--- config.mk ---
export PLATFORM = sky130hd
export DESIGN_NAME = ccc_root_cell
export DESIGN_NICKNAME = d
export VERILOG_FILES = /design/src/rtl/ccc_pkg.sv /design/src/rtl/ccc_root_cell.sv
export SDC_FILE = /design/constraint.sdc
export NUM_CORES = 1
export LEC_CHECK = 0
export BUFFER_PORTS_ARGS = -buffer_cell sky130_fd_sc_hd__buf_2
export CORE_AREA = 2 2 165 167
export DETAILED_ROUTE_END_ITERATION = 16
export DIE_AREA = 0 0 167 169
export PLACE_DENSITY = 0.59
export RECOVER_POWER = 50
export SYNTH_ARGS = -nofsm -noshare
export SYNTH_HDL_FRONTEND = slang
export SYNTH_SLANG_ARGS = --single-unit
export TNS_END_PERCENT = 20
--- constraint.sdc ---
create_clock -name clk -period 1.8 [get_ports clk]
set_input_delay 0.45 -clock clk [delete_from_list [all_inputs] [get_ports clk]]
set_output_delay 0.45 -clock clk [all_outputs]
set_load 0.01 [all_outputs]
--- src/rtl/ccc_pkg.sv ---
// ----------------------------------------------------------------------------
// ccc_pkg: shared widths, constants and cell payload types
// Types used between the circle collision front end, the root and divide
// cells and the top level.
// ----------------------------------------------------------------------------
package ccc_pkg;

	localparam int CoordW   = 24;
	localparam int RadW     = 22;
	localparam int DiffW    = 26;              // center difference, signed
	localparam int MagW     = 25;              // |difference|
	localparam int SqW      = 2 * MagW + 1;    // dx^2 + dy^2
	localparam int RootW    = 26;              // floor(sqrt) of SqW bits
	localparam int RsumW    = RadW + 1;
	localparam int NormW    = 16;
	localparam int PenW     = 24;
	localparam int QuoW     = 16;              // quotient bits of the normal divide
	localparam int NumW     = MagW + 15;       // m * 32768
	localparam int NormalOne = 16384;
	localparam int CoinPen   = -256;

	// pair data travelling through the root cells
	typedef struct packed {
		logic             valid;
		logic             coin;
		logic             hit;
		logic             sx;      // dx negative
		logic             sy;
		logic [MagW-1:0]  mx;
		logic [MagW-1:0]  my;
		logic [RsumW-1:0] rsum;
	} pair_t;

	// root iteration state
	typedef struct packed {
		logic [SqW+1:0]   rem;
		logic [RootW-1:0] root;
	} root_t;

	// divide iteration state for one axis
	typedef struct packed {
		logic [RootW+1:0] rem;
		logic [NumW-1:0]  num;
		logic [QuoW:0]    quo;
	} div_t;

endpackage

--- src/rtl/ccc_root_cell.sv ---
// ----------------------------------------------------------------------------
// ccc_root_cell: one bit of the integer square root
// Restoring digit-by-digit root: brings down two bits of the radicand and
// decides one root bit, then hands everything to the next cell.
// ----------------------------------------------------------------------------
module ccc_root_cell #(
	parameter int Step = 0
) (
	input  logic             clk,
	input  logic             arst_n,
	input  logic             adv,
	input  ccc_pkg::pair_t   pair_in,
	input  ccc_pkg::root_t   rt_in,
	input  logic [ccc_pkg::SqW-1:0] sq_in,
	output ccc_pkg::pair_t   pair_s1,
	output ccc_pkg::root_t   rt_s1,
	output logic [ccc_pkg::SqW-1:0] sq_s1
);
	localparam int Pos = 2 * (ccc_pkg::RootW - 1 - Step);

	logic [ccc_pkg::SqW:0]   sq_ext;
	logic [ccc_pkg::SqW+1:0] rem_sh;
	logic [ccc_pkg::SqW+1:0] trial;
	logic [1:0]              pair_bits;
	ccc_pkg::root_t          nxt;

	always_comb begin
		// pad the odd-width radicand so the top cell reads a zero high bit
		sq_ext    = {1'b0, sq_in};
		pair_bits = sq_ext[Pos +: 2];
		rem_sh = {rt_in.rem[ccc_pkg::SqW-1:0], pair_bits};
		trial  = {{(ccc_pkg::SqW - ccc_pkg::RootW){1'b0}}, rt_in.root, 2'b01};
		nxt    = rt_in;
		if (rem_sh >= trial) begin
			nxt.rem  = rem_sh - trial;
			nxt.root = {rt_in.root[ccc_pkg::RootW-2:0], 1'b1};
		end else begin
			nxt.rem  = rem_sh;
			nxt.root = {rt_in.root[ccc_pkg::RootW-2:0], 1'b0};
		end
	end

	always_ff @(posedge clk or negedge arst_n) begin
		if (!arst_n) begin
			pair_s1 <= '0;
		end else if (adv) begin
			pair_s1 <= pair_in;
		end
	end

	always_ff @(posedge clk) begin
		if (adv) begin
			rt_s1 <= nxt;
			sq_s1 <= sq_in;
		end
	end

endmodule

==> flow_metrics.env, run 1 <==
export IMPL_timing_critical_path_slowest_stage_cell="or4_4"
export IMPL_p_leak_nw=6.54
export IMPL_finish_instance_area_sq_mm=0.0143
export IMPL_critical_path_buf_inv_count=2
export IMPL_cts_inserted_buffers=24
export IMPL_num_fill_cells=2371
export IMPL_crit_family="simple AND/OR/NAND/NOR gates"
export IMPL_hold_path_startpoint="sq_in[15]"
export IMPL_finalSetupViolations=160
export IMPL_setup_worst_path_class="in2reg"
export IMPL_detailed_place_area_sq_mm=0.0132
export IMPL_wire_length_of_the_first_global_routing_pass_um=43500
export IMPL_cell_count_after_synthesis=713
export IMPL_max_freq_ghz=0.394
export IMPL_ys_top_cells_by_area="edfxtp_1 42%, dfrtp_1 21%, mux2_2 9.5%, ha_1 3.5%, a21oi_1 2.6%"
export IMPL_synth_most_common_cell="edfxtp_1"
export IMPL_finalWorstPathRequiredPeriod_ns=2.54
export IMPL_crit_chain="buf_6, or4_4, nor4_4, nand3_1, or3b_4, a211oi_4, inv_4, o21ai_4, nor3_1, xor2_1"
export IMPL_port_buffer_count=416
export IMPL_max_slew_margin=-0.0133
export IMPL_start_util=0.353
export IMPL_timing_hold_worst_class="in2reg"
export IMPL_clock_insertion_delay_worst_skew_ns=0.51
export IMPL_wl_per_cell_um=17.2
export IMPL_worst_pin_slew_ns=1.52
export IMPL_number_of_antenna_violations_at_the_first_check_in_global_routing=7
export IMPL_synthArstFlopShare=0.375
export IMPL_portion_of_the_post_synthesis_area_used_by_sequential_elements=0.626
export IMPL_via_per_inst=4.77
export IMPL_ys_top_cells_by_count="130 x edfxtp_1, 79 x mux2_2, 78 x dfrtp_1"
export IMPL_path_clk_slew_ns=0.06
export IMPL_gp_congestion=0.878
export IMPL_yosysTopAreaCellShare=0.418
export IMPL_drt_antenna_violating_nets=0
export IMPL_setup_worst_path_start_class="input port"
export IMPL_rsz0062_at_grt="yes"
export IMPL_drt_drc_violations_left=0
export IMPL_timing_rr_start="pair_s1[73]$_DFFE_PN0P_"
export IMPL_cp_end_kind="flip-flop"
export IMPL_setup_worst_path_start="rt_in[64]"
export IMPL_ys_ff_latch=208
export IMPL_route_vias_total=7949
export IMPL_die_width_um=167
export IMPL_detail_route_wirelength_um=28700
export IMPL_arrival_ns=2.78
export IMPL_finalHoldViolations=0
export IMPL_synth_lib_cells_used_distinct=57
export IMPL_violations="max-capacitance violations, max-slew violations, negative setup slack"
export IMPL_setup_ws_ns=-0.735
export IMPL_synth_net_count=951
export IMPL_number_of_global_route_vias_before_repair=8049
export IMPL_die_h_um=169
export IMPL_globalRouteOverflowTotal=0
export IMPL_die_area_sq_mm=0.0282
export IMPL_net_count_of_the_finished_layout=1545
export IMPL_fp_row_count=60
export IMPL_hpwl_um=22300
export IMPL_tritoncts="built"
export IMPL_htree_num_levels=1
export IMPL_cts_root_buffer="clkbuf_16"
export IMPL_grt_max_degree=42
export IMPL_vdd_ir_drop_max_uv=742
export IMPL_critPathMaxStageDelay_ns=0.56
export IMPL_outcome="complete, but fails checks"
export IMPL_synth_yosys_warnings=0
export IMPL_worstPathRequired_ns=2.05
export IMPL_timing_max_cap_violations=1
export IMPL_drt_iter0_markers=391
export IMPL_detailedRoute_firstPassIterationCount=5
export IMPL_finalClockSkew_ns=0
export IMPL_track_usage=0.194
export IMPL_final_period_utilization=1.41
export IMPL_post_route_cells_drive_above_1_share=0.571
export IMPL_edff_count_synth=130
export IMPL_floorplan_io_pins=419
export IMPL_post_synth_instance_area_sq_mm=0.00935
export IMPL_area_growth_syn_to_layout_pct=52.8
export IMPL_p_per_area_mw_per_mm2=926
export IMPL_path_max_fanout=8
export IMPL_core_area_sq_mm=0.0265
export IMPL_cts_num_sinks=208
export IMPL_cts_path_max_buffers=3
export IMPL_synth_flop_cell="edfxtp_1"
export IMPL_maxSlewViolCount=17
export IMPL_dp_worst_setup_slack_ns=-1.36
export IMPL_synth_largest_area_cell="edfxtp_1"
export IMPL_post_synth_cell_area_avg_sq_um=13.1
cell usage in the layout (no fill, tap or decap), types with 4 or more instances in the layout:
cell / count
clkinv_2: 8
o21ai_2: 4
clkbuf_1: 19
nor4_2: 6
dfrtp_1: 78
o21bai_1: 4
o21ai_0: 11
nor3_1: 12
o31ai_1: 6
edfxtp_1: 130
mux2_2: 78
or3_1: 5
clkbuf_16: 28
a211oi_2: 4
nand3_1: 10
nor2_2: 5
nor4_1: 4
nand2b_1: 5
inv_1: 35
ha_1: 20
buf_4: 167
nand2_1: 44
a21o_1: 13
a21oi_1: 46
buf_6: 5
o21ai_1: 7
nand4_1: 9
buf_2: 397
clkbuf_8: 4
xor2_1: 25
ha_4: 4
nor2_1: 38
buf_12: 6
xnor2_1: 17
report_power, final:
part / internal (W) / switching [W] / leakage, nW
sequential: 0.00562 / 0.000153 / 2.18
clock: 0.00293 / 0.00194 / 0.414
combinational: 0.00127 / 0.00132 / 3.94
area by class of cell:
cell class              instances  area, sq um  share of cell area
flip-flops and latches        208         5860               0.410
repair buffers                596         3530               0.247
multi-input cells             441         3520               0.247
clock buffers                  34          757              0.0530
well taps                     341          427              0.0299
inverters                      36          138             0.00964
clock inverters                10         52.6             0.00368
diodes                          2         5.00            0.000350
kinds of logic (layout without fill, tap and decap cells):
group	Yosys count	after routing	share of synthesized area
multiplexers	79	79	0.0952
flip-flops	208	208	0.626
other	0	2	0
buffers and inverters	64	676	0.0270
adder cells (fa/ha/maj)	27	27	0.0369
AND/OR/NAND/NOR	173	173	0.0952
XOR/XNOR	42	42	0.0394
AO/OA/AOI/OAI	120	120	0.0799
sequential cells by signal (all words and copies together) (netlist names):
signal   flops
rt_s1       79
sq_s1       51
pair_s1     78
metrics by stage:
step,hold slack [ns],utilization,setup TNS [ns],total power (W),std cells
after floorplan,0.154,-,-55.36,0.00693,713
after global placement,0.352,0.497,-64.16,0.00836,1617
after detailed placement,0.354,0.497,-65.50,0.00838,1617
after CTS,0.0902,0.538,-32.11,0.0134,1666
after global routing,0.0932,0.539,-76.23,0.0138,1667
final,0.108,0.539,-40.28,0.0132,1668
repair_timing:
item	in CTS	in global routing
gates cloned	0	0
hold buffers	1	0
gates resized for setup	46	20
endpoints found under the setup margin	54	54
hold endpoints to repair	19	0
pin swaps	4	4
buffers inserted	4	0
metal layers:
layer,up-vias,global-route usage,wire length [um]
li1,3812,-,-
met1,3749,0.233,11400
met2,327,0.344,14300
met3,53,0.0533,2390
met4,8,0.0495,629
met5,-,0,57
path summary, 6_finish.rpt:
path                       slack [ns]  cells after the start                 endpoint
max                             -0.74                     10      rt_s1[63]$_DFFE_PP_
min                              0.11                      1      sq_s1[15]$_DFFE_PP_
max reg2reg                      1.01                      1  pair_s1[73]$_DFFE_PN0P_
min reg2reg                      0.50                      1  pair_s1[60]$_DFFE_PN0P_
max in group asynchronous        0.12                      3  pair_s1[70]$_DFFE_PN0P_
min in group asynchronous        0.69                      2  pair_s1[29]$_DFFE_PN0P_
No activity file was read; power rests on OpenSTA's default activity.
==> inputs of run 2 (changes only) <==
- GPL_TIMING_DRIVEN: default -> 0
==> run 2 against run 1 <==
Net effect:
- the run ends with negative setup slack left
- largest cell class unchanged
- flip-flop and latch count is the same
- sequential power is essentially flat
- routed wire length shrank 0.92%
- combinational power shrank 8%
- count of clock-buffer cells in the layout shrank 3
- sequential share of layout area grew 1.8 points
- setup slack lost 0.084 ns
- non-clock buffer count shrank 124
==> flow_metrics.env, run 2 (synthesis gave the netlist of run 1 again) <==
export IMPL_tns_ns=-58.97
export IMPL_hpwl_um=21000
export IMPL_floorplan_io_pins=419
export IMPL_post_route_cells_drive_above_1_share=0.547
export IMPL_wire_length_of_the_first_global_routing_pass_um=42700
export IMPL_detailedRoute_firstPassIterationCount=5
export IMPL_detail_route_wirelength_um=28500
export IMPL_via_per_inst=4.85
export IMPL_max_freq_ghz=0.382
export IMPL_layout_common_cells="399 x buf_2, 130 x edfxtp_1, 79 x mux2_2, 78 x dfrtp_1, 46 x a21oi_1"
export IMPL_mostFrequentLayoutCell="buf_2"
export IMPL_globalRouteOverflowTotal=0
export IMPL_drt_iter0_markers=571
export IMPL_number_of_global_route_vias_before_repair=7618
export IMPL_tritoncts="built"
export IMPL_num_fill_cells=2380
export IMPL_finalWorstPathRequiredPeriod_ns=2.62
export IMPL_finalSetupViolations=132
export IMPL_setup_worst_path_start_class="input port"
export IMPL_area_growth_syn_to_layout_pct=46.4
export IMPL_drt_drc_violations_left=0
export IMPL_cts_inserted_buffers=24
export IMPL_finish_instance_area_sq_mm=0.0137
export IMPL_route_vias_total=7491
export IMPL_drt_antenna_violating_nets=0
export IMPL_htree_num_levels=1
export IMPL_die_area_sq_mm=0.0282
export IMPL_die_h_um=169
export IMPL_timing_hold_worst_class="in2reg"
export IMPL_fp_row_count=60
export IMPL_final_seq_area_sq_mm=0.00586
export IMPL_registers_top_by_ff_count="rt_s1"
export IMPL_max_slew_margin=0.282
export IMPL_core_area_sq_mm=0.0265
export IMPL_worst_pin_slew_ns=1.08
export IMPL_crit_family="buffers and inverters"
export IMPL_setup_worst_path_start="rt_in[25]"
export IMPL_largest_register_ff_count=79
export IMPL_timing_rr_start="pair_s1[0]$_DFFE_PN0P_"
export IMPL_start_util=0.353
export IMPL_reg_largest_list="rt_s1 x79, pair_s1 x78, sq_s1 x51"
export IMPL_cts_root_buffer="clkbuf_16"
export IMPL_number_of_antenna_violations_at_the_first_check_in_global_routing=8
export IMPL_die_width_um=167
export IMPL_cts_num_sinks=208
export IMPL_vdd_ir_drop_max_uv=784
export IMPL_hold_path_startpoint="sq_in[32]"
export IMPL_crit_chain="buf_6, inv_2, ha_4, and2_0, clkbuf_1, a21oi_1, nand3_2, buf_4, buf_4, buf_4, buf_4, buf_4, buf_4, buf_4, nor2_1, nand3_2, a21o_1"
export IMPL_rsz0062_at_grt="yes"
export IMPL_critical_path_buf_inv_count=10
export IMPL_clock_insertion_delay_worst_skew_ns=0.51
export IMPL_cp_common_cell="buf_4"
export IMPL_outcome="complete, but fails checks"
export IMPL_gp_congestion=0.868
export IMPL_wl_per_cell_um=18.4
export IMPL_path_clk_slew_ns=0.06
export IMPL_finalHoldViolations=0
export IMPL_setup_worst_path_class="in2reg"
export IMPL_arrival_ns=2.88
export IMPL_maxSlewViolCount=0
export IMPL_grt_max_degree=92
export IMPL_cts_path_max_buffers=3
export IMPL_p_leak_nw=5.97
export IMPL_track_usage=0.191
export IMPL_detailed_place_area_sq_mm=0.0119
export IMPL_finalClockSkew_ns=0
export IMPL_setup_ws_ns=-0.820
export IMPL_violations="negative setup slack"
export IMPL_timing_critical_path_slowest_stage_cell="a21oi_1"
export IMPL_final_period_utilization=1.46
export IMPL_port_buffer_count=415
export IMPL_net_count_of_the_finished_layout=1422
export IMPL_path_max_fanout=6
export IMPL_area_of_combinational_cells_with_multiple_inputs_sq_mm=0.00384
export IMPL_timing_max_cap_violations=0
export IMPL_critPathMaxStageDelay_ns=0.27
export IMPL_p_per_area_mw_per_mm2=961
export IMPL_worstPathRequired_ns=2.06
export IMPL_cp_end_kind="flip-flop"
[run 2: changes by cell type in the layout (fill, tap and decap cells not counted), sizes merged]
cell      change
clkbuf        -3
bufinv        +4
bufbuf        +1
diode         +1
clkinvlp      +2
inv           -2
buf         -125
[run 2: metal layers]
| metal | GRT usage | share of wire | wire [um] | up-vias |
|---|---|---|---|---|
| li1 | - | - | - | 3565 |
| met1 | 0.222 | 0.39 | 11000 | 3560 |
| met2 | 0.341 | 0.51 | 14400 | 305 |
| met3 | 0.0575 | 0.081 | 2310 | 53 |
| met4 | 0.0570 | 0.024 | 683 | 8 |
| met5 | 0 | 0.0018 | 50 | - |
[run 2: timing repair]
item / in CTS / in global routing
pin swaps: 36 / 10
hold buffers: 1 / 0
setup buffers: 34 / 2
gates cloned: 2 / 0
setup endpoints to repair: 84 / 64
gates resized for setup: 116 / 24
endpoints found under the hold margin: 28 / 0
[run 2: final timing paths]
| path | end | slack, ns | depth (start not counted) |
|---|---|---|---|
| worst max register to register | pair_s1[0]$_DFFE_PN0P_ | 1.04 | 1 |
| worst min register to register | pair_s1[14]$_DFFE_PN0P_ | 0.50 | 1 |
| max in group asynchronous | pair_s1[13]$_DFFE_PN0P_ | 0.20 | 3 |
| worst max-delay path | rt_s1[75]$_DFFE_PP_ | -0.82 | 17 |
| min in group asynchronous | pair_s1[28]$_DFFE_PN0P_ | 0.52 | 2 |
| worst min-delay path | sq_s1[32]$_DFFE_PP_ | 0.11 | 1 |
[run 2: power breakdown]
| part | internal, W | switching [W] |
|---|---|---|
| Combinational | 0.00110 | 0.00130 |
| Clock | 0.00310 | 0.00190 |
| Sequential | 0.00562 | 0.000142 |
[run 2: cell type report]
type                            count  share of cell area
Antenna cell                        3            0.000549
Timing Repair Buffer              455               0.182
Timing Repair inverter              1            0.000549
Clock buffer                       31              0.0474
Clock inverter                     13              0.0116
Tap cell                          341              0.0312
Sequential cell                   208               0.428
Inverter                           36              0.0104
Multi-Input combinational cell    441               0.281
Buffer                             17             0.00805
[run 2: through the flow]
stage	setup slack (ns)	instances	utilization	hold WS, ns	total power [W]
2_1_floorplan	-1.10	713	-	0.154	0.00693
3_3_place_gp	-2.77	1469	0.448	0.484	0.00798
3_5_place_dp	-1.90	1471	0.451	0.408	0.00801
4_1_cts	-0.757	1541	0.513	0.0814	0.0133
5_1_grt	-0.873	1544	0.516	0.0819	0.0137
6_report	-0.820	1546	0.516	0.110	0.0132
