===== config.mk =====
export PLATFORM = sky130hd
export DESIGN_NAME = ccc_div_cell
export DESIGN_NICKNAME = d
export VERILOG_FILES = /design/src/rtl/ccc_pkg.sv /design/src/rtl/ccc_div_cell.sv
export SDC_FILE = /design/constraint.sdc
export NUM_CORES = 1
export LEC_CHECK = 0
export BUFFER_PORTS_ARGS = -buffer_cell sky130_fd_sc_hd__buf_2
export CORE_MARGIN = 5
export CORE_UTILIZATION = 30
export CTS_CLUSTER_DIAMETER = 50
export DETAILED_ROUTE_END_ITERATION = 7
export SLEW_MARGIN = 20
export SYNTH_ARGS = -nofsm -noshare
export SYNTH_HDL_FRONTEND = slang
export SYNTH_SLANG_ARGS = --single-unit

===== constraint.sdc =====
create_clock -name clk -period 0.8 [get_ports clk]
set_input_delay 0 -clock clk [delete_from_list [all_inputs] [get_ports clk]]
set_output_delay 0 -clock clk [all_outputs]
set_load 0.05 [all_outputs]

===== src/rtl/ccc_pkg.sv =====
// ----------------------------------------------------------------------------
// ccc_pkg: shared widths, constants and cell payload types
// Types used between the circle collision front end, the root and divide
// cells and the top level.
// ----------------------------------------------------------------------------
package ccc_pkg;

	localparam int CoordW   = 24;
	localparam int RadW     = 22;
	localparam int DiffW    = 26;              // center difference, signed
	localparam int MagW     = 25;              // |difference|
	localparam int SqW      = 2 * MagW + 1;    // dx^2 + dy^2
	localparam int RootW    = 26;              // floor(sqrt) of SqW bits
	localparam int RsumW    = RadW + 1;
	localparam int NormW    = 16;
	localparam int PenW     = 24;
	localparam int QuoW     = 16;              // quotient bits of the normal divide
	localparam int NumW     = MagW + 15;       // m * 32768
	localparam int NormalOne = 16384;
	localparam int CoinPen   = -256;

	// pair data travelling through the root cells
	typedef struct packed {
		logic             valid;
		logic             coin;
		logic             hit;
		logic             sx;      // dx negative
		logic             sy;
		logic [MagW-1:0]  mx;
		logic [MagW-1:0]  my;
		logic [RsumW-1:0] rsum;
	} pair_t;

	// root iteration state
	typedef struct packed {
		logic [SqW+1:0]   rem;
		logic [RootW-1:0] root;
	} root_t;

	// divide iteration state for one axis
	typedef struct packed {
		logic [RootW+1:0] rem;
		logic [NumW-1:0]  num;
		logic [QuoW:0]    quo;
	} div_t;

endpackage


===== src/rtl/ccc_div_cell.sv =====
// ----------------------------------------------------------------------------
// ccc_div_cell: one quotient bit of both normal components
// Restoring division of m*32768 + L by 2L, one bit per cell for x and y.
// ----------------------------------------------------------------------------
module ccc_div_cell #(
	parameter int Step = 0
) (
	input  logic           clk,
	input  logic           arst_n,
	input  logic           adv,
	input  ccc_pkg::pair_t pair_in,
	input  logic [ccc_pkg::RootW-1:0] len_in,
	input  ccc_pkg::div_t  dx_in,
	input  ccc_pkg::div_t  dy_in,
	output ccc_pkg::pair_t pair_s1,
	output logic [ccc_pkg::RootW-1:0] len_s1,
	output ccc_pkg::div_t  dx_s1,
	output ccc_pkg::div_t  dy_s1
);
	localparam int Pos = ccc_pkg::NumW - 1 - Step;

	function automatic ccc_pkg::div_t div_step(ccc_pkg::div_t d,
		logic [ccc_pkg::RootW-1:0] len);
		logic [ccc_pkg::RootW+1:0] sh;
		logic [ccc_pkg::RootW+1:0] dv;
		ccc_pkg::div_t             r;
		r  = d;
		sh = {d.rem[ccc_pkg::RootW:0], d.num[Pos]};
		dv = {1'b0, len, 1'b0};
		if (sh >= dv) begin
			r.rem = sh - dv;
			r.quo = {d.quo[ccc_pkg::QuoW-1:0], 1'b1};
		end else begin
			r.rem = sh;
			r.quo = {d.quo[ccc_pkg::QuoW-1:0], 1'b0};
		end
		return r;
	endfunction

	always_ff @(posedge clk or negedge arst_n) begin
		if (!arst_n) begin
			pair_s1 <= '0;
		end else if (adv) begin
			pair_s1 <= pair_in;
		end
	end

	always_ff @(posedge clk) begin
		if (adv) begin
			len_s1 <= len_in;
			dx_s1  <= div_step(dx_in, len_in);
			dy_s1  <= div_step(dy_in, len_in);
		end
	end

endmodule


==> summary.txt, run 1 <==
GRT
  – Grt ovf: 0
  – Vias in the first global route: 13300
  – Largest net degree at the start of global routing: 35
  – Tot GR Track Use: 22.1%
  – Wire length of the first global-routing pass: 77.1 mm
  – Initial antenna violation count: 12

Critical path
  – Endpoint class of the critical path: register
  – Slowest stage delay, CP: 0.55 ns
  – Crit path cell chain: buf_2 > inv_1 > ha_4 > nand4_1 > or4_4 > o221ai_4 > a2111oi_4 > o21a_4 > buf_12 > buf_4 > a311o_1 > o311a_1
  – WP data required: 1.08 ns
  – WP data arrival: 2.35 ns
  – Largest fanout on the critical path: 7
  – Crit path kind: in -> reg
  – Worst path slowest cell: or4_4
  – Startpoint types: primary input

Routing
  – WL final: 54.5 mm
  – Vias: 12500
  – DR iter-0 viols: 616
  – Drt first pass iters: 5
  – Routed vias/inst: 4.75
  – DRC: 0
  – Wire length per cell: 20.7 um
  – Antenna-violating nets left: 0

Timing
  – Worst rel slew slack: 61.1%
  – Setup Total Neg Slack: -146.61 ns
  – Final hold violation count: 6
  – Least-Margin Pin Slew: 0.578 ns
  – Worst setup margin: -1.28 ns
  – RSZ-0062 raised after global routing: yes
  – Max-slew violations: 0
  – Hold slack: -0.0880 ns
  – Fmax: 482 MHz
  – Final Cycle Share: 259%
  – Min cycle time layout: 2.08 ns
  – Final setup violation count: 369
  – Worst Skew: 0 ns

Clocking
  – Htree depth: 2
  – Worst skew pair latency: 0.53 ns
  – Worst-path clk slew: 0.06 ns
  – Sink Count: 272
  – CTS buffer count: 38
  – CTS tree: done
  – Clk buf depth: 3
  – Root Driver: clkbuf_16

Power
  – Overall Power: 0.0525 W
  – VDD IR max: 0.00140 V
  – Power Dens Cells: 2090 nW/um^2
  – LEAKAGE: 11.1 nW

Floorplan
  – Die ar.: 45400 um^2
  – Die Height: 213 um
  – Chip width: 213 um
  – I/O pin cnt: 551
  – Starting density of the core: 30.3%
  – Row Count: 74
  – Core footprint: 40800 um^2

Place
  – Post-DP Area: 17900 um^2
  – Post-DP HPWL: 36.4 mm
  – Final GP Congestion: 0.881
  – Buffers on Ports: 546

Yosys
  – Post-synth cell types: 70
  – Top cell type's share of synthesized area: 47.1%
  – Net Count, Synth: 1249
  – Ys async rst share: 28.7%
  – FF+latch count, synth: 272
  – Mapped Cells: 918
  – Seq/Total Area, Yosys: 62.8%
  – Synthesized area: 12400 um^2
  – Synth Warn #: 0
  – Synth area leader: edfxtp_1
  – Post-synth EDFFs: 194
  – Main synth FF type: edfxtp_1
  – Syn avg cell area: 13.5 um^2
  – Synth area leaders: edfxtp_1, dfrtp_1, mux2_2

Flow run
  – Max-capacitance violation count: 0

Cells and area
  – Multi-input logic area: 5100 um^2
  – Share of layout cells above drive strength 1: 58.3%
  – Fill cells: 2971
  – Final Util: 61.5%
  – Number of nets in the layout: 2388
  – Design area: 25100 um^2
  – Storage cell area: 7880 um^2
  – Area Growth Syn to Fin: 103%

Run status
  – Status: finished, violations left
  – Failing checks: hold timing, setup timing

Min path
  – Hold Crit Class: in -> async
==> registers in the layout, indices dropped and copies added (netlist names) <==
name / flops
dx_s1: 84
dy_s1: 84
pair_s1: 78
len_s1: 26
==> critical path: cells and delay by family <==
| kind | cells | cell delay [ns] |
|---|---|---|
| adder cells (fa/ha/maj) | 1 | 0.27 |
| AO/OA/AOI/OAI | 5 | 0.89 |
| AND/OR/NAND/NOR | 2 | 0.75 |
| buffers and inverters | 4 | 0.44 |
==> per-stage QoR <==
step	setup slack, ns	cells
6_report	-1.28	2629
5_1_grt	-1.31	2626
4_1_cts	-1.29	2594
3_5_place_dp	-1.98	2221
3_3_place_gp	-1.95	2221
2_1_floorplan	-1.61	918
==> cell families after synthesis <==
group	share of synthesized area, %
adders and majority gates	5.58
muxes	7.56
xor gates and xnor gates	2.76
and+or+nand+nor	7.03
AOI/OAI and AO/OA	11.5
buffers and inverters	2.75
DFF	62.8
==> routing by layer <==
metal / wire length, um / part of all wire, % / GRT usage (%)
met1: 20000 / 37 / 24.8
met2: 28200 / 52 / 39.7
met3: 4070 / 7.5 / 5.82
met4: 2210 / 4.1 / 9.23
met5: 21 / 0.039 / 0
==> final cells by class <==
type / instances / share of cell area (%)
Antenna cell: 11 / 0.110
Timing Repair Buffer: 1130 / 39.7
Clock inverter: 25 / 0.967
Clock buffer: 44 / 4.13
Tap cell: 532 / 2.65
Inverter: 48 / 0.802
Sequential cell: 272 / 31.4
Multi-Input combinational cell: 567 / 20.3
==> Yosys cell counts, drive strengths merged, types with 3 or more instances <==
cell type and n:
o22ai 3, or2 4, clkbuf 7, and2 4, o211ai 4, a31oi 5
o21ai 67, nand3 13, nand4b 3, buf 25, a211o 4, xor2 20
o21bai 10, a21oi 44, nand4 10, nor3 10, o31ai 6, mux2 81
nor4 4, a221oi 3, nor2 30, o21a 11, and3 7, xnor2 19
inv 48, nand2b 7, a211oi 9, nor2b 7, edfxtp 194, ha 52
nand2 68, a21o 23, dfrtp 78
==> report_power, final <==
part | switching, W | leakage (nW) | internal, W
Sequential | 0.000939 | 2.73 | 0.0169
Clock | 0.00656 | 0.626 | 0.0104
Combinational | 0.00985 | 7.72 | 0.00782
Total | 0.0173 | 11.1 | 0.0351
==> repair_timing <==
item / in CTS / in global routing
endpoints found under the hold margin: 368 / 11
hold buffers: 274 / 1
cloned: 5 / 0
setup buffers: 26 / 29
pin swaps: 60 / 46
endpoints found under the setup margin: 330 / 462
gates resized for setup: 646 / 111
==> final timing paths <==
check,start,endpoint,slack (ns),depth (start not counted)
max in group asynchronous,arst_n,pair_s1[74],0.41,3
hold reg to reg,pair_s1[31],pair_s1[31],0.53,1
hold / removal,arst_n,pair_s1[71],-0.09,2
setup / recovery,len_in[21],dy_s1[82],-1.28,12
min in group clk,adv,pair_s1[31],0.02,3
setup reg to reg,pair_s1[12],pair_s1[12],-0.24,3
==> cells in the final DEF, fill, tap and decap left out, types with 11 or more instances in the layout <==
cell           instances
inv_1                 31
ha_1                  31
a21o_1                23
o21ai_0               34
mux2_4                15
nor2_1                28
buf_2                264
clkbuf_16             41
inv_2                 11
dfrtp_2               78
dlygate4sd3_1        271
o21ai_2               29
buf_4                265
xor2_1                19
diode_2               11
buf_6                292
a21oi_1               35
buf_8                 19
edfxtp_1             194
buf_12                17
xnor2_1               16
nand2_1               57
ha_4                  21
mux2_2                66
(Power assumes the default switching activity.)
==> run 2: changes to the inputs <==
--- a/config.mk
+++ b/config.mk
@@ -10,6 +10,7 @@
 export CORE_UTILIZATION = 30
 export CTS_CLUSTER_DIAMETER = 50
 export DETAILED_ROUTE_END_ITERATION = 7
+export REMOVE_ABC_BUFFERS = 1
 export SLEW_MARGIN = 20
 export SYNTH_ARGS = -nofsm -noshare
 export SYNTH_HDL_FRONTEND = slang
==> run 2 against run 1 <==
Effect of this change: the flow still finishes with violations (hold timing, setup timing); clock skew unchanged; register-to-register slack about the same; core utilization increased by 0.76 points; maximum frequency increased by 1.3%; hold slack got worse by 0.11 ns; critical path depth increased by 1; count of clock-buffer cells in the layout increased by 3; sequential power about the same; final area increased by 1.2%; die area unchanged; global-route usage increased by 0.88 points; largest power group is now combinational logic.
==> summary.txt, run 2 (synthesis results as in run 1) <==
Critical path
  – WP data arrival: 2.34 ns (about the same)
  – Endpoint class of the critical path: register
  – Start of the worst register-to-register path: pair_s1[63]
  – CP most frequent cell: buf_12
  – Worst path slowest cell: mux2_4
  – Worst Setup SP: len_in[20]
  – WP data required: 1.09 ns (about the same)
  – Reg2reg path depth: 3 (unchanged)
  – Largest fanout on the critical path: 7 (unchanged)
  – R2R Path End: pair_s1[63]
  – Crit path cell chain: buf_8 > inv_6 > buf_6 > ha_4 > nand4_1 > nor4_2 > nand4bb_1 > a21oi_2 > a211oi_4 > buf_4 > buf_12 > buf_12 > mux2_4
  – Crit path kind: in -> reg
  – Slowest stage delay, CP: 0.29 ns (-0.26 ns)
  – Crit path to: dx_s1[59]
  – R2r setup slk: -0.23 ns (about the same)
  – Startpoint types: primary input

Routing
  – Wire length on met1: 19.8 mm (-0.90%)
  – Wire length per cell: 21.7 um (+4.6%)
  – Vias: 12600 (+1.0%)
  – Routed vias/inst: 4.78 (+0.64%)
  – Highest metal used: met5
  – DR iter-0 viols: 658 (+6.8%)
  – DRC: 0 (unchanged)
  – WL final: 57.2 mm (+5.0%)
  – WL met2: 30.3 mm (+7.3%)
  – Antenna-violating nets left: 0 (unchanged)
  – Met3 WL post-DR: 3.83 mm (-5.9%)
  – Drt first pass iters: 5 (unchanged)

Timing
  – Final setup violation count: 352 (-4.6%)
  – Final Cycle Share: 256% (-3.4 points)
  – RSZ-0062 raised after global routing: yes
  – Min cycle time layout: 2.05 ns (-0.0270 ns)
  – Max-slew violations: 0 (unchanged)
  – Least-Margin Pin Slew: 0.722 ns (+0.144 ns)
  – Hold slack: -0.193 ns (-0.105 ns)
  – Worst rel slew slack: 51.4% (-9.7 points)
  – Final hold violation count: 1 (-5)
  – Worst Skew: 0 ns (unchanged)
  – Fmax: 488 MHz (+1.3%)
  – Worst setup margin: -1.25 ns (+0.0270 ns)

Power
  – Combinational power share: 35.0% (+1.3 points)
  – Pint: 0.0344 W (-1.9%)
  – Clock share of power: 30.9% (-1.4 points)
  – Seq pwr share: 34.1% (about the same)
  – VDD IR max: 0.00154 V (+9.7%)
  – Power Dens Cells: 2040 nW/um^2 (-2.1%)
  – Overall Power: 0.0520 W (-0.93%)
  – LEAKAGE: 11.2 nW (+1.5%)
  – P_sw: 0.0175 W (+1.1%)
  – Switch share: 33.7% (+0.68 points)

Cells and area
  – Design area: 25400 um^2 (+1.2%)
  – Most frequent cells in the layout: buf_6, dlygate4sd3_1, buf_4
  – Share of layout cells above drive strength 1: 57.0% (-1.2 points)
  – Biggest regs: dx_s1 (84), dy_s1 (84), pair_s1 (78)
  – Final Util: 62.3% (+0.76 points)
  – Final Non-Filler Cells: 2639 (+0.38%)
  – Number of nets in the layout: 2396 (+0.34%)
  – Area Growth Syn to Fin: 105%
  – Commonest non-fill, non-tap cell in the layout: buf_6

GRT
  – Vias in the first global route: 13600 (+1.6%)
  – Initial antenna violation count: 17 (+5)
  – Tot GR Track Use: 23.0% (+0.88 points)
  – Wire length of the first global-routing pass: 79.5 mm (+3.2%)
  – Largest net degree at the start of global routing: 55 (+57%)
  – Grt ovf: 0 (unchanged)

Run status
  – Failing checks: hold timing, setup timing
  – Status: finished, violations left

Clocking
  – Clk buf depth: 3 (unchanged)
  – Root Driver: clkbuf_16
  – Sink Count: 272 (unchanged)
  – Worst-path clk slew: 0.06 ns (about the same)
  – CTS tree: done
  – Htree depth: 2 (unchanged)
  – CTS buffer count: 36 (-5.3%)
  – Worst skew pair latency: 0.52 ns (about the same)

Flow run
  – Max-capacitance violation count: 0 (unchanged)

Floorplan
  – Row Count: 74 (unchanged)
  – Die ar.: 45400 um^2 (unchanged)
  – I/O pin cnt: 551 (unchanged)
  – Chip width: 213 um (unchanged)
  – Core footprint: 40800 um^2 (unchanged)
  – Die Height: 213 um (unchanged)
  – Starting density of the core: 30.3% (unchanged)

Min path
  – Hold Crit Class: in -> reg

Place
  – Post-DP HPWL: 37.8 mm (+3.8%)
  – Buffers on Ports: 546 (unchanged)
  – Final GP Congestion: 0.868 (-1.5%)
  – Placed Cells: 2220 (-0.045%)
  – Post-DP Area: 17700 um^2 (-1.1%)
==> run 2: layout make-up <==
cell class / count / area [um^2]
timing repair buffer: 1140 / 10200
clock buffer: 47 / 1020
multi-input combinational: 567 / 5360
fill: 2864 / 15400
sequential: 272 / 7780
clock inverter: 19 / 173
inverter: 48 / 228
antenna: 14 / 35.0
tap: 532 / 666
==> run 2: worst min path at each step <==
stage                          from          end  slack, ns  cells past startpoint
after global routing      dy_in[58]    dy_s1[59]      -0.21                      2
after floorplan              arst_n   pair_s1[0]      -0.30                      0
final                     dy_in[58]    dy_s1[59]      -0.19                      2
after CTS                 dx_in[57]    dx_s1[58]      -0.26                      3
after global placement       arst_n  pair_s1[73]       0.02                      2
after detailed placement     arst_n  pair_s1[73]       0.03                      2
==> run 2: power groups by stage <==
stage / clock network [W] / logic (W) / registers [W]
after global placement: 0 / 0.0131 / 0.0175
after global routing: 0.0170 / 0.0190 / 0.0178
after CTS: 0.0163 / 0.0171 / 0.0176
after detailed placement: 0 / 0.0132 / 0.0175
after floorplan: 0 / 0.00285 / 0.0226
final: 0.0160 / 0.0182 / 0.0177
==> run 2: critical path, delay by kind of cell <==
family | cells | cell delay, ns
AOI/OAI and AO/OA | 2 | 0.34
adders and majority gates | 1 | 0.25
buffers and inverters | 6 | 0.65
muxes | 1 | 0.29
and+or+nand+nor | 3 | 0.78
==> run 2: what timing repair did <==
item | in CTS | in global routing
setup endpoints to repair | 330 | 483
resized for setup | 738 | 188
hold buffers | 274 | 2
pin swaps | 63 | 77
hold endpoints to repair | 379 | 3
buffers inserted | 31 | 35
cloned | 5 | 0
==> run 2: metrics by stage <==
step / TNS (ns) / setup slack, ns / hold WS, ns
after detailed placement: -115.03 / -2.05 / 0.0259
after CTS: -204.34 / -1.29 / -0.265
after floorplan: -116.07 / -2.18 / -0.296
final: -145.70 / -1.25 / -0.193
after global routing: -158.10 / -1.26 / -0.212
after global placement: -113.27 / -2.05 / 0.0232
==> run 2: routing by layer <==
metal / global-route usage, % / vias up
li1: - / 5778
met4: 11.1 / 8
met2: 42.9 / 524
met1: 24.0 / 6146
met3: 5.67 / 171
met5: 0 / -
==> run 3: changes to the inputs <==
--- a/config.mk
+++ b/config.mk
@@ -10,7 +10,9 @@
 export CORE_UTILIZATION = 30
 export CTS_CLUSTER_DIAMETER = 50
 export DETAILED_ROUTE_END_ITERATION = 7
+export PLACE_DENSITY = 0.55
 export REMOVE_ABC_BUFFERS = 1
+export SKIP_CTS_REPAIR_TIMING = 1
 export SLEW_MARGIN = 20
 export SYNTH_ARGS = -nofsm -noshare
 export SYNTH_HDL_FRONTEND = slang
==> run 3 against run 2 <==
Effect of this change: the run still ends with hold timing, setup timing left; non-clock buffer count is 38 lower; worst setup slack worse by 0.14 ns; count of clock-buffer cells in the layout is 5 lower; wire length fell by 6.9%; core utilization shrank 1.6 points; sequential share of layout area up 0.79 points; maximum frequency fell by 6.3%; sequential power about the same; critical path depth down 1; combinational power is 4% lower; largest power group is now sequential cells.
==> summary.txt, run 3 (synthesis results as in run 1) <==
Run status
  – Status: finished, violations left
  – Failing checks: hold timing, setup timing

Clocking
  – Root Driver: clkbuf_16
  – CTS buffer count: 36 (unchanged)
  – Htree depth: 2 (unchanged)
  – Sink Count: 272 (unchanged)
  – Clk buf depth: 3 (unchanged)
  – Worst skew pair latency: 0.53 ns (about the same)
  – CTS tree: done
  – Worst-path clk slew: 0.06 ns (about the same)

Critical path
  – Endpoint class of the critical path: register
  – WP data arrival: 2.48 ns (+0.14 ns)
  – WP data required: 1.10 ns (about the same)
  – Largest fanout on the critical path: 8 (+1)
  – Crit path kind: in -> reg
  – Startpoint types: primary input

Place
  – Placed Cells: 2220 (unchanged)
  – Post-DP HPWL: 37.9 mm (+0.22%)
  – Final GP Congestion: 0.881 (+1.6%)
  – Buffers on Ports: 546 (unchanged)
  – Post-DP Area: 17800 um^2 (+0.17%)

Timing
  – Final hold violation count: 24 (+23)
  – Worst Skew: 0 ns (unchanged)
  – Fmax: 458 MHz (-6.3%)
  – Hold slack: -0.343 ns (-0.150 ns)
  – Final setup violation count: 543 (+54%)
  – RSZ-0062 raised after global routing: yes
  – Final Cycle Share: 273% (+17 points)
  – Worst setup margin: -1.39 ns (-0.137 ns)
  – Least-Margin Pin Slew: 0.626 ns (-0.0956 ns)
  – Min cycle time layout: 2.19 ns (+0.137 ns)
  – Setup Total Neg Slack: -243.44 ns (-97.74 ns)
  – Max-slew violations: 0 (unchanged)
  – Worst rel slew slack: 58.1% (+6.7 points)

GRT
  – Largest net degree at the start of global routing: 42 (-24%)
  – GR Util met2: 34.3% (-8.6 points)
  – Initial antenna violation count: 14 (-3)
  – Wire length of the first global-routing pass: 65.0 mm (-18%)
  – Vias in the first global route: 11000 (-19%)
  – Grt peak-use layer: met2
  – Grt ovf: 0 (unchanged)
  – Met3 usage: 5.97% (+0.29 points)
  – Tot GR Track Use: 19.0% (-4.0 points)
  – GR Util met1: 21.3% (-2.6 points)

Floorplan
  – Die Height: 213 um (unchanged)
  – I/O pin cnt: 551 (unchanged)
  – Chip width: 213 um (unchanged)
  – Core footprint: 40800 um^2 (unchanged)
  – Die ar.: 45400 um^2 (unchanged)
  – Row Count: 74 (unchanged)
  – Starting density of the core: 30.3% (unchanged)

Power
  – Clock share of power: 31.7% (+0.8 points)
  – Pint: 0.0343 W (-0.29%)
  – Combinational power share: 33.9% (-1.1 points)
  – Seq pwr share: 34.4% (+0.3 points)
  – LEAKAGE: 11.0 nW (-2.4%)
  – VDD IR max: 0.00141 V (-8.4%)
  – P_sw: 0.0170 W (-3.1%)
  – Switch share: 33.1% (-0.64 points)
  – Power Dens Cells: 2070 nW/um^2 (+1.3%)

Cells and area
  – Final Util: 60.7% (-1.6 points)
  – Share of layout cells above drive strength 1: 54.8% (-2.2 points)
  – Most frequent cells in the layout: buf_6, dlygate4sd3_1, buf_2
  – Fill cells: 3005 (+4.9%)
  – Biggest regs: dx_s1 (84), dy_s1 (84), pair_s1 (78)
  – Commonest non-fill, non-tap cell in the layout: buf_6
  – Area Growth Syn to Fin: 100%
  – Final Non-Filler Cells: 2594 (-1.7%)
  – Design area: 24800 um^2 (-2.5%)
  – Number of nets in the layout: 2358 (-1.6%)

Routing
  – Vias: 12200 (-3.7%)
  – Antenna-violating nets left: 0 (unchanged)
  – Drt first pass iters: 5 (unchanged)
  – WL final: 53.3 mm (-6.9%)
  – Wire length per cell: 20.5 um (-5.3%)
  – DRC: 0 (unchanged)
  – DR iter-0 viols: 533 (-19%)
  – Routed vias/inst: 4.69 (-2.0%)

Min path
  – Hold Crit Class: in -> reg

Flow run
  – Max-capacitance violation count: 0 (unchanged)
[run 3: power by group through the flow]
| stage | sequential, W | combinational [W] | clock, W |
|---|---|---|---|
| after CTS | 0.0173 | 0.0132 | 0.0166 |
| after global placement | 0.0175 | 0.0131 | 0 |
| final | 0.0177 | 0.0174 | 0.0163 |
| after floorplan | 0.0226 | 0.00285 | 0 |
| after detailed placement | 0.0175 | 0.0132 | 0 |
| after global routing | 0.0178 | 0.0182 | 0.0172 |
[run 3: area by class of cell]
type / instances / area [um^2] / share of cell area, %
tap: 532 / 666 / 2.69
sequential: 272 / 7780 / 31.4
inverter: 48 / 205 / 0.828
clock inverter: 22 / 230 / 0.929
clock buffer: 42 / 976 / 3.94
multi-input combinational: 567 / 5100 / 20.6
timing repair buffer: 1102 / 9800 / 39.6
antenna: 9 / 22.5 / 0.0909
[run 3: worst max-delay path, stage by stage]
cell and delay [ns]:
buf_8 0.10, inv_6 0.05, ha_4 0.19, nor2b_4 0.12, o31a_1 0.30, o41a_1 0.56, a2111oi_4 0.43, buf_4 0.18
o21a_4 0.20, buf_6 0.12, a31oi_1 0.04, a21o_1 0.16
[run 3: per-layer routing]
metal  part of all wire [%]  vias to the layer above
li1                       -                     5683
met2                     53                      436
met1                     36                     5936
met3                    7.5                       99
met4                    3.3                        8
met5                  0.099                        -
[run 3: stage by stage]
step           power [W]  setup WS (ns)
3_5_place_dp      0.0307          -2.07
5_1_grt           0.0533          -1.42
2_1_floorplan     0.0254          -2.18
3_3_place_gp      0.0306          -2.10
4_1_cts           0.0471          -1.51
6_report          0.0513          -1.39
[run 3: path summary, 6_finish.rpt]
kind                              from     endpoint  slack, ns  depth (start not counted)
setup / recovery             len_in[1]    dy_s1[68]      -1.39                         12
hold / removal               len_in[1]    len_s1[1]      -0.34                          1
setup reg to reg           pair_s1[45]  pair_s1[45]      -0.10                          2
hold reg to reg            pair_s1[72]  pair_s1[72]       0.53                          1
max in group asynchronous       arst_n  pair_s1[73]       0.47                          3
min in group asynchronous       arst_n  pair_s1[57]       0.08                          3
